### config.mk
export PLATFORM = sky130hd
export DESIGN_NAME = hex_float_ieee_double_converter_core_flat
export DESIGN_NICKNAME = d
export VERILOG_FILES = /design/src/hw/rtl/hfc_pkg.sv /design/src/hw/rtl/hfc_if.sv /design/src/hw/rtl/hfc_decode.sv /design/src/hw/rtl/hfc_shift.sv /design/src/hw/rtl/hfc_pack.sv /design/src/hw/rtl/hex_float_ieee_double_converter_core.sv /design/src/flat_wrapper.sv
export SDC_FILE = /design/constraint.sdc
export NUM_CORES = 1
export LEC_CHECK = 0
export ABC_CLOCK_PERIOD_IN_PS = 8200
export BUFFER_PORTS_ARGS = -buffer_cell sky130_fd_sc_hd__buf_4
export CAP_MARGIN = 20
export CORE_ASPECT_RATIO = 0.6
export CORE_MARGIN = 2
export CORE_UTILIZATION = 50
export CTS_BUF_LIST = sky130_fd_sc_hd__clkbuf_16
export DETAILED_ROUTE_END_ITERATION = 10
export PLACE_DENSITY_LB_ADDON = 0.1
export SLEW_MARGIN = 20
export SYNTH_ARGS = -nofsm -noshare
export SYNTH_HDL_FRONTEND = slang
export SYNTH_HIERARCHICAL = 1
export SYNTH_SLANG_ARGS = --single-unit
### constraint.sdc
create_clock -name clk -period 8.2 [get_ports clk]
set_input_delay 0.41 -clock clk [delete_from_list [all_inputs] [get_ports clk]]
set_output_delay 0.41 -clock clk [all_outputs]
set_load 0.005 [all_outputs]
### src/hw/rtl/hfc_pkg.sv
// Package for the hex-real / IEEE double converter.
// Shared types, status codes and constants. No dependencies.
package hfc_pkg;

  localparam int WordW = 64;

  localparam logic [1:0] ST_OK    = 2'd0;
  localparam logic [1:0] ST_OVF   = 2'd1;
  localparam logic [1:0] ST_UNF   = 2'd2;
  localparam logic [1:0] ST_INFNAN = 2'd3;

  localparam logic OP_TO_HEX  = 1'b0;
  localparam logic OP_TO_IEEE = 1'b1;

  localparam logic [63:0] MagMax = 64'h7FFF_FFFF_FFFF_FFFF;

  typedef struct packed {
    logic        opcode;
    logic [63:0] value;
  } hfc_in_t;

  typedef struct packed {
    logic [63:0] result;
    logic [1:0]  status;
  } hfc_out_t;

  // position of highest set bit of a 64-bit word (0 when zero)
  function automatic logic [5:0] top_bit(input logic [63:0] x);
    logic [5:0] p;
    p = 6'd0;
    for (int i = 0; i < 64; i++) begin
      if (x[i]) p = 6'(i);
    end
    return p;
  endfunction

endpackage

### src/hw/rtl/hfc_if.sv
// Valid/ready channel carrying one word.
// Depends on nothing; payload type is a parameter.
interface hfc_if #(parameter type T = logic) (input logic clk);
  logic valid;
  logic ready;
  T     data;
  modport source (output valid, output data, input ready);
  modport sink   (input valid, input data, output ready);
endinterface

### src/hw/rtl/hfc_decode.sv
// Stage 1: field split, leading-one position, special-case classification.
// Depends on hfc_pkg.
module hfc_decode (
  input  logic                 clk,
  input  logic                 en,
  input  hfc_pkg::hfc_in_t     in_word,
  output logic                 op_r,
  output logic                 sign_r,
  output logic [63:0]          mant_r,
  output logic [5:0]           pos_r,
  output logic signed [12:0]   exp_r,
  output logic                 zero_r,
  output logic                 infnan_r
);
  import hfc_pkg::*;
  logic [63:0] m_nxt;
  logic signed [12:0] e_nxt;
  logic [10:0] bexp;

  assign bexp = in_word.value[62:52];

  always_comb begin
    if (in_word.opcode == OP_TO_IEEE) begin
      m_nxt = {8'd0, in_word.value[55:0]};
      // binary exponent offset: 4*hexp - 312
      e_nxt = $signed({4'd0, in_word.value[62:56], 2'b00}) - 13'sd312;
    end else if (bexp == 11'd0) begin
      m_nxt = {12'd0, in_word.value[51:0]};
      e_nxt = -13'sd1074;
    end else begin
      m_nxt = {11'd0, 1'b1, in_word.value[51:0]};
      e_nxt = $signed({2'd0, bexp}) - 13'sd1075;
    end
  end

  always_ff @(posedge clk) begin
    if (en) begin
      op_r     <= in_word.opcode;
      sign_r   <= in_word.value[63];
      mant_r   <= m_nxt;
      pos_r    <= top_bit(m_nxt);
      exp_r    <= e_nxt;
      zero_r   <= (m_nxt == 64'd0);
      infnan_r <= (in_word.opcode == OP_TO_HEX) && (bexp == 11'h7FF);
    end
  end
endmodule

### src/hw/rtl/hfc_shift.sv
// Stage 2: align mantissa, compute rounding bits and target exponent.
// Depends on hfc_pkg.
module hfc_shift (
  input  logic               clk,
  input  logic               en,
  input  logic               op,
  input  logic               sign,
  input  logic [63:0]        mant,
  input  logic [5:0]         pos,
  input  logic signed [12:0] expo,
  input  logic               zero,
  input  logic               infnan,
  output logic               op_r,
  output logic               sign_r,
  output logic [55:0]        q_r,
  output logic               rup_r,
  output logic signed [12:0] e_r,
  output logic               zero_r,
  output logic               infnan_r
);
  import hfc_pkg::*;
  logic [5:0]  sh;
  logic [63:0] rmask, rem, half, qd;
  logic        rup;
  logic [55:0] q_nxt;
  logic signed [12:0] b, k, s, e_nxt;

  always_comb begin
    sh = 6'd0; rmask = '0; rem = '0; half = '0; qd = '0; rup = 1'b0;
    k = '0; s = '0;
    b = $signed({7'd0, pos}) + expo;
    if (op == OP_TO_IEEE) begin
      e_nxt = b;
      if (pos > 6'd52) begin
        sh    = pos - 6'd52;
        rmask = (64'd1 << sh) - 64'd1;
        rem   = mant & rmask;
        half  = 64'd1 << (sh - 6'd1);
        qd    = mant >> sh;
        rup   = (rem > half) || ((rem == half) && qd[0]);
      end else begin
        qd = mant << (6'd52 - pos);
      end
      q_nxt = qd[55:0];
    end else begin
      // k = floor((b+1076)/4) - 268; b+1076 is nonnegative
      k = $signed({2'b00, 11'((b + 13'sd1076) >>> 2)}) - 13'sd268;
      e_nxt = k + 13'sd64;
      s = expo + 13'sd56 - (k <<< 2);
      q_nxt = 56'(mant << s[6:0]);
    end
  end

  always_ff @(posedge clk) begin
    if (en) begin
      op_r <= op; sign_r <= sign; q_r <= q_nxt; rup_r <= rup;
      e_r <= e_nxt; zero_r <= zero; infnan_r <= infnan;
    end
  end
endmodule

### src/hw/rtl/hfc_pack.sv
// Stage 3: rounding increment, range checks and output packing.
// Depends on hfc_pkg.
module hfc_pack (
  input  logic               clk,
  input  logic               en,
  input  logic               op,
  input  logic               sign,
  input  logic [55:0]        q,
  input  logic               rup,
  input  logic signed [12:0] e,
  input  logic               zero,
  input  logic               infnan,
  output hfc_pkg::hfc_out_t  out_r
);
  import hfc_pkg::*;
  hfc_out_t    o_nxt;
  logic [53:0] qr;
  logic signed [12:0] ee, be;

  always_comb begin
    qr = {1'b0, q[52:0]} + {53'd0, rup};
    ee = e;
    be = '0;
    if (op == OP_TO_IEEE) begin
      if (qr[53]) ee = e + 13'sd1;  // carry into next binade
      be = ee + 13'sd1023;
      if (zero) o_nxt = '{result: {sign, 63'd0}, status: ST_OK};
      else o_nxt = '{result: {sign, be[10:0], qr[51:0]}, status: ST_OK};
    end else if (infnan) begin
      o_nxt = '{result: {sign, MagMax[62:0]}, status: ST_INFNAN};
    end else if (zero) begin
      o_nxt = '{result: 64'd0, status: ST_OK};
    end else if (e > 13'sd127) begin
      o_nxt = '{result: {sign, MagMax[62:0]}, status: ST_OVF};
    end else if (e < 13'sd0) begin
      o_nxt = '{result: 64'd0, status: ST_UNF};
    end else begin
      o_nxt = '{result: {sign, e[6:0], q}, status: ST_OK};
    end
  end

  always_ff @(posedge clk) begin
    if (en) out_r <= o_nxt;
  end
endmodule

### src/hw/rtl/hex_float_ieee_double_converter_core.sv
// Hex-real <-> IEEE double converter, top level.
// Pipeline stages: decode, align/round, pack. Throughput: one word per cycle while the output is taken.
// Pipeline stalls as a whole when the output word is not taken; nothing lost.
// Reset (rst_n, synchronous) clears the stage valid bits only.
// Depends on hfc_pkg, hfc_if, hfc_decode, hfc_shift, hfc_pack.
module hex_float_ieee_double_converter_core (
  input logic clk,
  input logic rst_n,
  hfc_if.sink   in_ch,
  hfc_if.source out_ch
);
  import hfc_pkg::*;
  logic v1_r, v2_r, v3_r, adv;
  logic op1, s1, z1, i1, op2, s2, z2, i2, rup2;
  logic [63:0] m1;
  logic [5:0] p1;
  logic signed [12:0] e1, e2;
  logic [55:0] q2;
  hfc_out_t o3;

  assign adv = !v3_r || out_ch.ready;
  assign in_ch.ready = adv;

  always_ff @(posedge clk) begin
    if (!rst_n) begin
      v1_r <= 1'b0; v2_r <= 1'b0; v3_r <= 1'b0;
    end else if (adv) begin
      v1_r <= in_ch.valid; v2_r <= v1_r; v3_r <= v2_r;
    end
  end

  hfc_decode u_dec (.clk, .en(adv), .in_word(in_ch.data), .op_r(op1), .sign_r(s1),
    .mant_r(m1), .pos_r(p1), .exp_r(e1), .zero_r(z1), .infnan_r(i1));
  hfc_shift u_sh (.clk, .en(adv), .op(op1), .sign(s1), .mant(m1), .pos(p1), .expo(e1),
    .zero(z1), .infnan(i1), .op_r(op2), .sign_r(s2), .q_r(q2), .rup_r(rup2),
    .e_r(e2), .zero_r(z2), .infnan_r(i2));
  hfc_pack u_pk (.clk, .en(adv), .op(op2), .sign(s2), .q(q2), .rup(rup2), .e(e2),
    .zero(z2), .infnan(i2), .out_r(o3));

  assign out_ch.valid = v3_r;
  assign out_ch.data  = o3;
endmodule
### src/flat_wrapper.sv
// flat-port wrapper written by rule: the top's interface ports become plain ports
module hex_float_ieee_double_converter_core_flat import hfc_pkg::*;
  (clk, rst_n, in_ch_valid, in_ch_data, in_ch_ready, out_ch_valid, out_ch_data, out_ch_ready);
  hfc_if in_ch_i (.clk(clk));
  hfc_if out_ch_i (.clk(clk));
  input logic clk;
  input logic rst_n;
  input wire logic [$bits(in_ch_i.valid)-1:0] in_ch_valid;
  input wire logic [$bits(in_ch_i.data)-1:0] in_ch_data;
  output wire logic [$bits(in_ch_i.ready)-1:0] in_ch_ready;
  output wire logic [$bits(out_ch_i.valid)-1:0] out_ch_valid;
  output wire logic [$bits(out_ch_i.data)-1:0] out_ch_data;
  input wire logic [$bits(out_ch_i.ready)-1:0] out_ch_ready;
  assign in_ch_i.valid = in_ch_valid;
  assign in_ch_i.data = in_ch_data;
  assign in_ch_ready = in_ch_i.ready;
  assign out_ch_valid = out_ch_i.valid;
  assign out_ch_data = out_ch_i.data;
  assign out_ch_i.ready = out_ch_ready;
  hex_float_ieee_double_converter_core u_core (.clk(clk), .rst_n(rst_n), .in_ch(in_ch_i), .out_ch(out_ch_i));
endmodule
==> results of run 1 <==
==> report_power, final <==
| group | internal [mW] | switching [mW] | total [mW] |
|---|---|---|---|
| logic | 0.131 | 0.196 | 0.327 |
| registers | 0.274 | 0.0210 | 0.295 |
| clock network | 0.108 | 0.0709 | 0.179 |
==> per-stage QoR <==
step / area (sq um) / instances / total power, mW / hold WS, ns / utilization
floorplan: 4800 / 688 / 0.567 / 0.400 / -
global placement: 4840 / 773 / 0.602 / 0.404 / 0.619
detailed placement: 4840 / 773 / 0.608 / 0.405 / 0.619
CTS: 4970 / 779 / 0.789 / 0.369 / 0.636
global route: 4970 / 779 / 0.859 / 0.381 / 0.636
finish: 4970 / 779 / 0.801 / 0.375 / 0.636
==> worst min path at each step <==
stage	end	slack, ns	cells past startpoint
floorplan	u_core/u_sh/infnan_r	0.40	0
global placement	u_core/u_sh/zero_r	0.40	0
detailed placement	u_core/u_sh/zero_r	0.40	0
CTS	u_core/out_ch.valid	0.37	2
global route	u_core/out_ch.valid	0.38	2
finish	u_core/out_ch.valid	0.37	2
==> layout make-up <==
class,instances,area (sq um),share of cell area
multi-input cells,593,3360,0.676
clock buffers,5,125,0.0252
flip-flops and latches,41,1200,0.242
clock inverters,1,5.00,0.00101
repair buffers,7,52.6,0.0106
inverters,24,90.1,0.0181
well taps,108,135,0.0272
==> sequential cells by signal, indices dropped and copies added (netlist names) <==
| signal | cells |
|---|---|
| u_core/out_ch.valid | 1 |
| u_core/u_dec/exp_r | 12 |
| u_core/u_dec/infnan_r | 1 |
| u_core/u_dec/op_r | 1 |
| u_core/u_dec/pos_r | 6 |
| u_core/u_dec/zero_r | 1 |
| u_core/u_pk/out_r | 1 |
| u_core/u_sh/e_r | 13 |
| u_core/u_sh/infnan_r | 1 |
| u_core/u_sh/op_r | 1 |
| u_core/u_sh/zero_r | 1 |
| u_core/v1_r | 1 |
| u_core/v2_r | 1 |
==> metal layers <==
metal,vias to the layer above,GRT usage
li1,1923,-
met1,1516,0.294
met2,77,0.315
met3,12,0.0318
met4,0,0.0614
met5,-,0
==> placed cells by master (no fill, tap or decap), types with 8 or more instances in the layout <==
| master | instances |
|---|---|
| a21oi_1 | 30 |
| a31oi_1 | 8 |
| conb_1 | 216 |
| edfxtp_1 | 38 |
| ha_1 | 15 |
| inv_1 | 18 |
| nand2_1 | 42 |
| nand2b_1 | 8 |
| nand3_1 | 13 |
| nor2_1 | 44 |
| nor3_1 | 17 |
| nor4_1 | 14 |
| o21ai_0 | 23 |
| xnor2_1 | 16 |
| xor2_1 | 13 |
==> critical path, stage by stage, from the launching register on <==
cell	delay [ns]
edfxtp_1	0.33
ha_1	0.21
inv_1	0.07
fa_1	0.40
nand2b_1	0.24
a21oi_2	0.21
xor2_1	0.43
nor2_1	0.20
xnor2_1	0.17
ha_1	0.28
or4_1	0.56
mux2_4	0.30
a211oi_2	0.27
xor2_1	0.25
and4_1	0.25
o31ai_1	0.07
==> impl_results.md, run 1 <==
* Worst EP arrival at 4.51 ns
* Fin crit period at 4.50 ns
* Setup TNS at 0 ns
* Grt total ovfl at 0
* Fmax at around 0.22 GHz
* RSZ-0062 raised after global routing: no
* Worst slew margin at 0.456
* Area Growth Syn to Fin at 24.4%
* Clk sinks at 41
* Crit. Startpoint: u_core/u_dec/pos_r[0]
* Initial antenna violation count at 0
* Slew Limit Fails at 0
* Max VDD drop at 92.2 uV
* Layout cells sized above 1 at 0.0745
* Die Width at roughly 120 um
* CTS tree: done
* Post-Syn Area at 4000 sq um
* DR iter-0 viols at 269
* Post-CTS Setup Bufs at 0
* WL met3 at 359 um
* Initial Utilization at 0.511
* Final setup violation count at 0
* # DRC at 0
* Leakage at 2.27 nW
* Max_cap viols at 0
* Num CTS Buffers at 5
* Cells after synthesis at 473
* Worst setup EP type: flip-flop
* Root Buffer: clkbuf_16
* R2R cell count at 15
* IO Port Bufs at 7
* H-tree depth at 2
* DR pass1 iterations at 7
* Tot GR Track Use at 0.203
* Synth Warn # at 6
* Post-CTS sizing at 0
* Critical R2R Launch: u_core/u_dec/pos_r[0]
* Hold Path Origin: rst_n
* Avg Cell Area, Syn at 8.45 sq um
* Setup CP Type: reg -> reg
* First-pass GRT wire length at ~14000 um
* Vias in the first global route at 3176
* Site Rows at 25
* Final setup margin at about 3.7 ns
* Hold Vio Cnt, Final at 0
* DP HPWL at 6490 um
* Worst-path maximum fanout at 6
* Diode count at 0
* Via-to-Cell Ratio at between 4 and 5
* Die height at 73.3 um
* Crit share post-route at 0.548
* Crit Reg-Reg Endpoint: u_core/u_sh/e_r[10]
* Antenna-violating nets left at 0
* Pre-CTS setup slack at 3.77 ns
* Post-Route WL at 8120 um
* Full die area at roughly 8700 sq um
* CTS Hold Bufs at 0
* Pwr/cell area at 161 nW/um^2
* Clk slew on worst S/H paths at approximately 0.050 ns
* WL per Instance at 10.4 um
* Worst Clk Skew at 0.00309 ns
* Met1 Routed Length at 4230 um
* Worst skew pair latency at 0.28 ns
* Worst Tran Pin Value at between 0.8 and 0.9 ns
* Top Ports at 8
* Worst Hold Class: in -> reg
* Top routing layer used: met4
* CTS Buffer Depth at 2
* CP endpoint: u_core/u_sh/e_r[10]
* FILL cells at 690
* Via count at around 3500
* Core outline area at 7820 sq um
* WP data required at 8.21 ns
* Placer Congestion at slightly above 0.8
* Reg2Reg Setup Slack at 3.70 ns
* Critical Path Start Type: flip-flop
* Run status: completed
* Nets at 693
* Largest net degree at the start of global routing at 41
* Met2 routed WL at roughly 3400 um
Note: power is estimated with default switching activity, not from simulation.
==> inputs of run 2 (changes only) <==
ABC_CLOCK_PERIOD_IN_PS = 4300   (was 8200)
clock period = 4.3 ns   (was 8.2 ns; I/O delays follow)
==> impl_results.md, run 2 (same netlist as run 1, synthesis figures left out) <==
* Run status: completed
* Biggest regs: u_core/u_sh/e_r: 13 flops, u_core/u_dec/exp_r: 12 flops, u_core/u_dec/pos_r: 6 flops
* Clk slew on worst S/H paths at 0.06 ns (about the same)
* CP cell instances: ha_2 > inv_1 > fa_2 > nand2b_4 > a21oi_4 > xor2_4 > nand2b_1 > nand2_1 > inv_1 > ha_1 > or4_1 > mux2_4 > a211oi_2 > xor2_1 > and4_1 > o31ai_1
* Crit Reg-Reg Endpoint: u_core/u_sh/e_r[10]
* Antenna-violating nets left at 0 (unchanged)
* Final setup violation count at 0 (unchanged)
* H-tree depth at 2 (unchanged)
* Root Buffer: clkbuf_16
* CTS tree: done
* Top Ports at 8 (unchanged)
* Critical Path Start Type: flip-flop
* Largest reg by FF count: u_core/u_sh/e_r
* DR pass1 iterations at 7 (unchanged)
* Final Power at 1.65 mW (+110%)
* Via-to-Cell Ratio at 4.68 (+3.3%)
* Post-Route WL at 8710 um (+7.4%)
* Most common library cell in the layout ignoring fill and taps: conb_1
* Setup TNS at 0 ns (unchanged)
* CP endpoint: u_core/u_sh/e_r[10]
* Worst Clk Skew at 0.00167 ns (-0.00142 ns)
* Critical R2R Launch: u_core/u_dec/pos_r[0]
* Worst skew pair latency at 0.28 ns (about the same)
* Nets at 697 (+0.58%)
* Placer Congestion at 0.853 (+3.9%)
* Pwr/cell area at 323 nW/um^2 (+100%)
* Die Width at 119 um (unchanged)
* Setup CP Type: reg -> reg
* Worst Tran Pin Value at 0.845 ns (+0.0302 ns)
* Hold Vio Cnt, Final at 0 (unchanged)
* Reg2Reg Setup Slack at 0.14 ns (-3.57 ns)
* DP HPWL at 6660 um (+2.6%)
* Largest net degree at the start of global routing at 41 (unchanged)
* Max reg flops at 13 (unchanged)
* Final core utilization at 0.654 (+0.0189)
* Tot GR Track Use at 0.208 (+0.00506)
* Max VDD drop at 207 uV (+120%)
* Full die area at 8750 sq um (unchanged)
* Hold slack final at 0.175 ns (-0.200 ns)
* Leakage at 2.33 nW (+2.5%)
* Via count at 3674 (+4.1%)
* Vias in the first global route at 3265 (+2.8%)
* Area Growth Syn to Fin at 28.1%
* FILL cells at 660 (-4.3%)
* WP data required at 4.31 ns (-3.90 ns)
* Site Rows at 25 (unchanged)
* CTS Hold Bufs at 0 (unchanged)
* Core outline area at 7820 sq um (unchanged)
* CTS Buffer Depth at 2 (unchanged)
* Max_cap viols at 0 (unchanged)
* Worst setup EP type: flip-flop
* Max incr delay on CP at 0.54 ns (-0.02 ns)
* R2R cell count at 16 (+1)
* Slowest cell on the critical path: or4_1
* Crit share post-route at 0.968 (+0.420)
* Layout cells sized above 1 at 0.0945 (+0.0200)
* Grt total ovfl at 0 (unchanged)
* Worst-path maximum fanout at 6 (unchanged)
* Fin crit period at 4.16 ns (-0.334 ns)
* Fmax at 0.240 GHz (+8.0%)
* Clk sinks at 41 (unchanged)
* Worst Hold Class: in -> reg
* Initial antenna violation count at 0 (unchanged)
* IO Port Bufs at 7 (unchanged)
* Crit. Startpoint: u_core/u_dec/pos_r[0]
* Commonest cells after routing, fill and taps aside: 216 x conb_1, 43 x nor2_1, 42 x nand2_1
* WL per Instance at 11.1 um (+6.5%)
* First-pass GRT wire length at 14700 um (+2.9%)
* # DRC at 0 (unchanged)
* Worst slew margin at 0.437 (-0.0194)
* Initial Utilization at 0.511 (unchanged)
* Die height at 73.3 um (unchanged)
* Slew Limit Fails at 0 (unchanged)
* DR iter-0 viols at 305 (+13%)
* Worst EP arrival at 4.17 ns (-0.34 ns)
* Diode count at 0 (unchanged)
* CP dominant cell by count: inv_1
* Num CTS Buffers at 5 (unchanged)
==> run 2: cell count changes in the layout (fill, tap and decap cells not counted), moves of 2 or more <==
cell / before / now
buf_4: 7 / 11
ha_2: 0 / 2
ha_1: 15 / 13
xor2_1: 13 / 11
==> run 2: area by class of cell <==
type | instances | area (sq um) | share of cell area
multi-input combinational | 593 | 3450 | 0.673
sequential | 41 | 1200 | 0.235
tap | 108 | 135 | 0.0264
clock buffer | 5 | 125 | 0.0244
inverter | 24 | 90.1 | 0.0176
timing repair buffer | 11 | 82.6 | 0.0161
clock inverter | 3 | 37.5 | 0.00733
==> run 2: worst min path at each step <==
stage	start	end	slack [ns]	depth (start not counted)
after floorplan	rst_n	u_core/out_ch.valid	0.33	1
after global placement	u_core/u_dec/zero_r	u_core/u_sh/zero_r	0.40	0
after detailed placement	u_core/u_dec/zero_r	u_core/u_sh/zero_r	0.40	0
after CTS	rst_n	u_core/out_ch.valid	0.18	2
after global routing	rst_n	u_core/out_ch.valid	0.18	2
final	rst_n	u_core/out_ch.valid	0.18	2
==> run 2: routing by layer <==
layer / vias up / wire length [um] / global-route usage
met3: 12 / 449 / 0.0326
met1: 1638 / 4380 / 0.299
li1: 1924 / - / -
met4: 0 / 81 / 0.0379
met2: 100 / 3810 / 0.339
met5: - / 0 / 0
==> run 2: per-stage QoR <==
| step | setup WS [ns] | cell area [sq um] | instances |
|---|---|---|---|
| floorplan | 0.179 | 4800 | 688 |
| global placement | 0.185 | 4860 | 776 |
| detailed placement | -0.00299 | 4860 | 776 |
| CTS | 0.0197 | 5030 | 784 |
| global route | -0.0474 | 5120 | 785 |
| finish | 0.138 | 5120 | 785 |
==> run 2: timing repair <==
item / 4_1_cts / 5_1_grt
setup endpoints to repair: 2 / 5
resized for setup: 1 / 14
buffers inserted: 0 / 1
pin swaps: 0 / 2
==> run 2: report_power, final <==
| group | switching, mW | leakage [nW] | internal, mW |
|---|---|---|---|
| logic | 0.400 | 1.82 | 0.279 |
| clock network | 0.143 | 0.0826 | 0.269 |
| registers | 0.0402 | 0.429 | 0.523 |
| total | 0.583 | 2.33 | 1.07 |
==> run 2: critical path, delay by kind of cell, from the launching register on <==
kind / cells / cell delay, ns
AOI/OAI and AO/OA: 3 / 0.60
and+or+nand+nor: 5 / 1.24
buffers and inverters: 2 / 0.11
muxes: 1 / 0.30
xor gates and xnor gates: 2 / 0.51
DFF: 1 / 0.34
adders and majority gates: 3 / 0.77
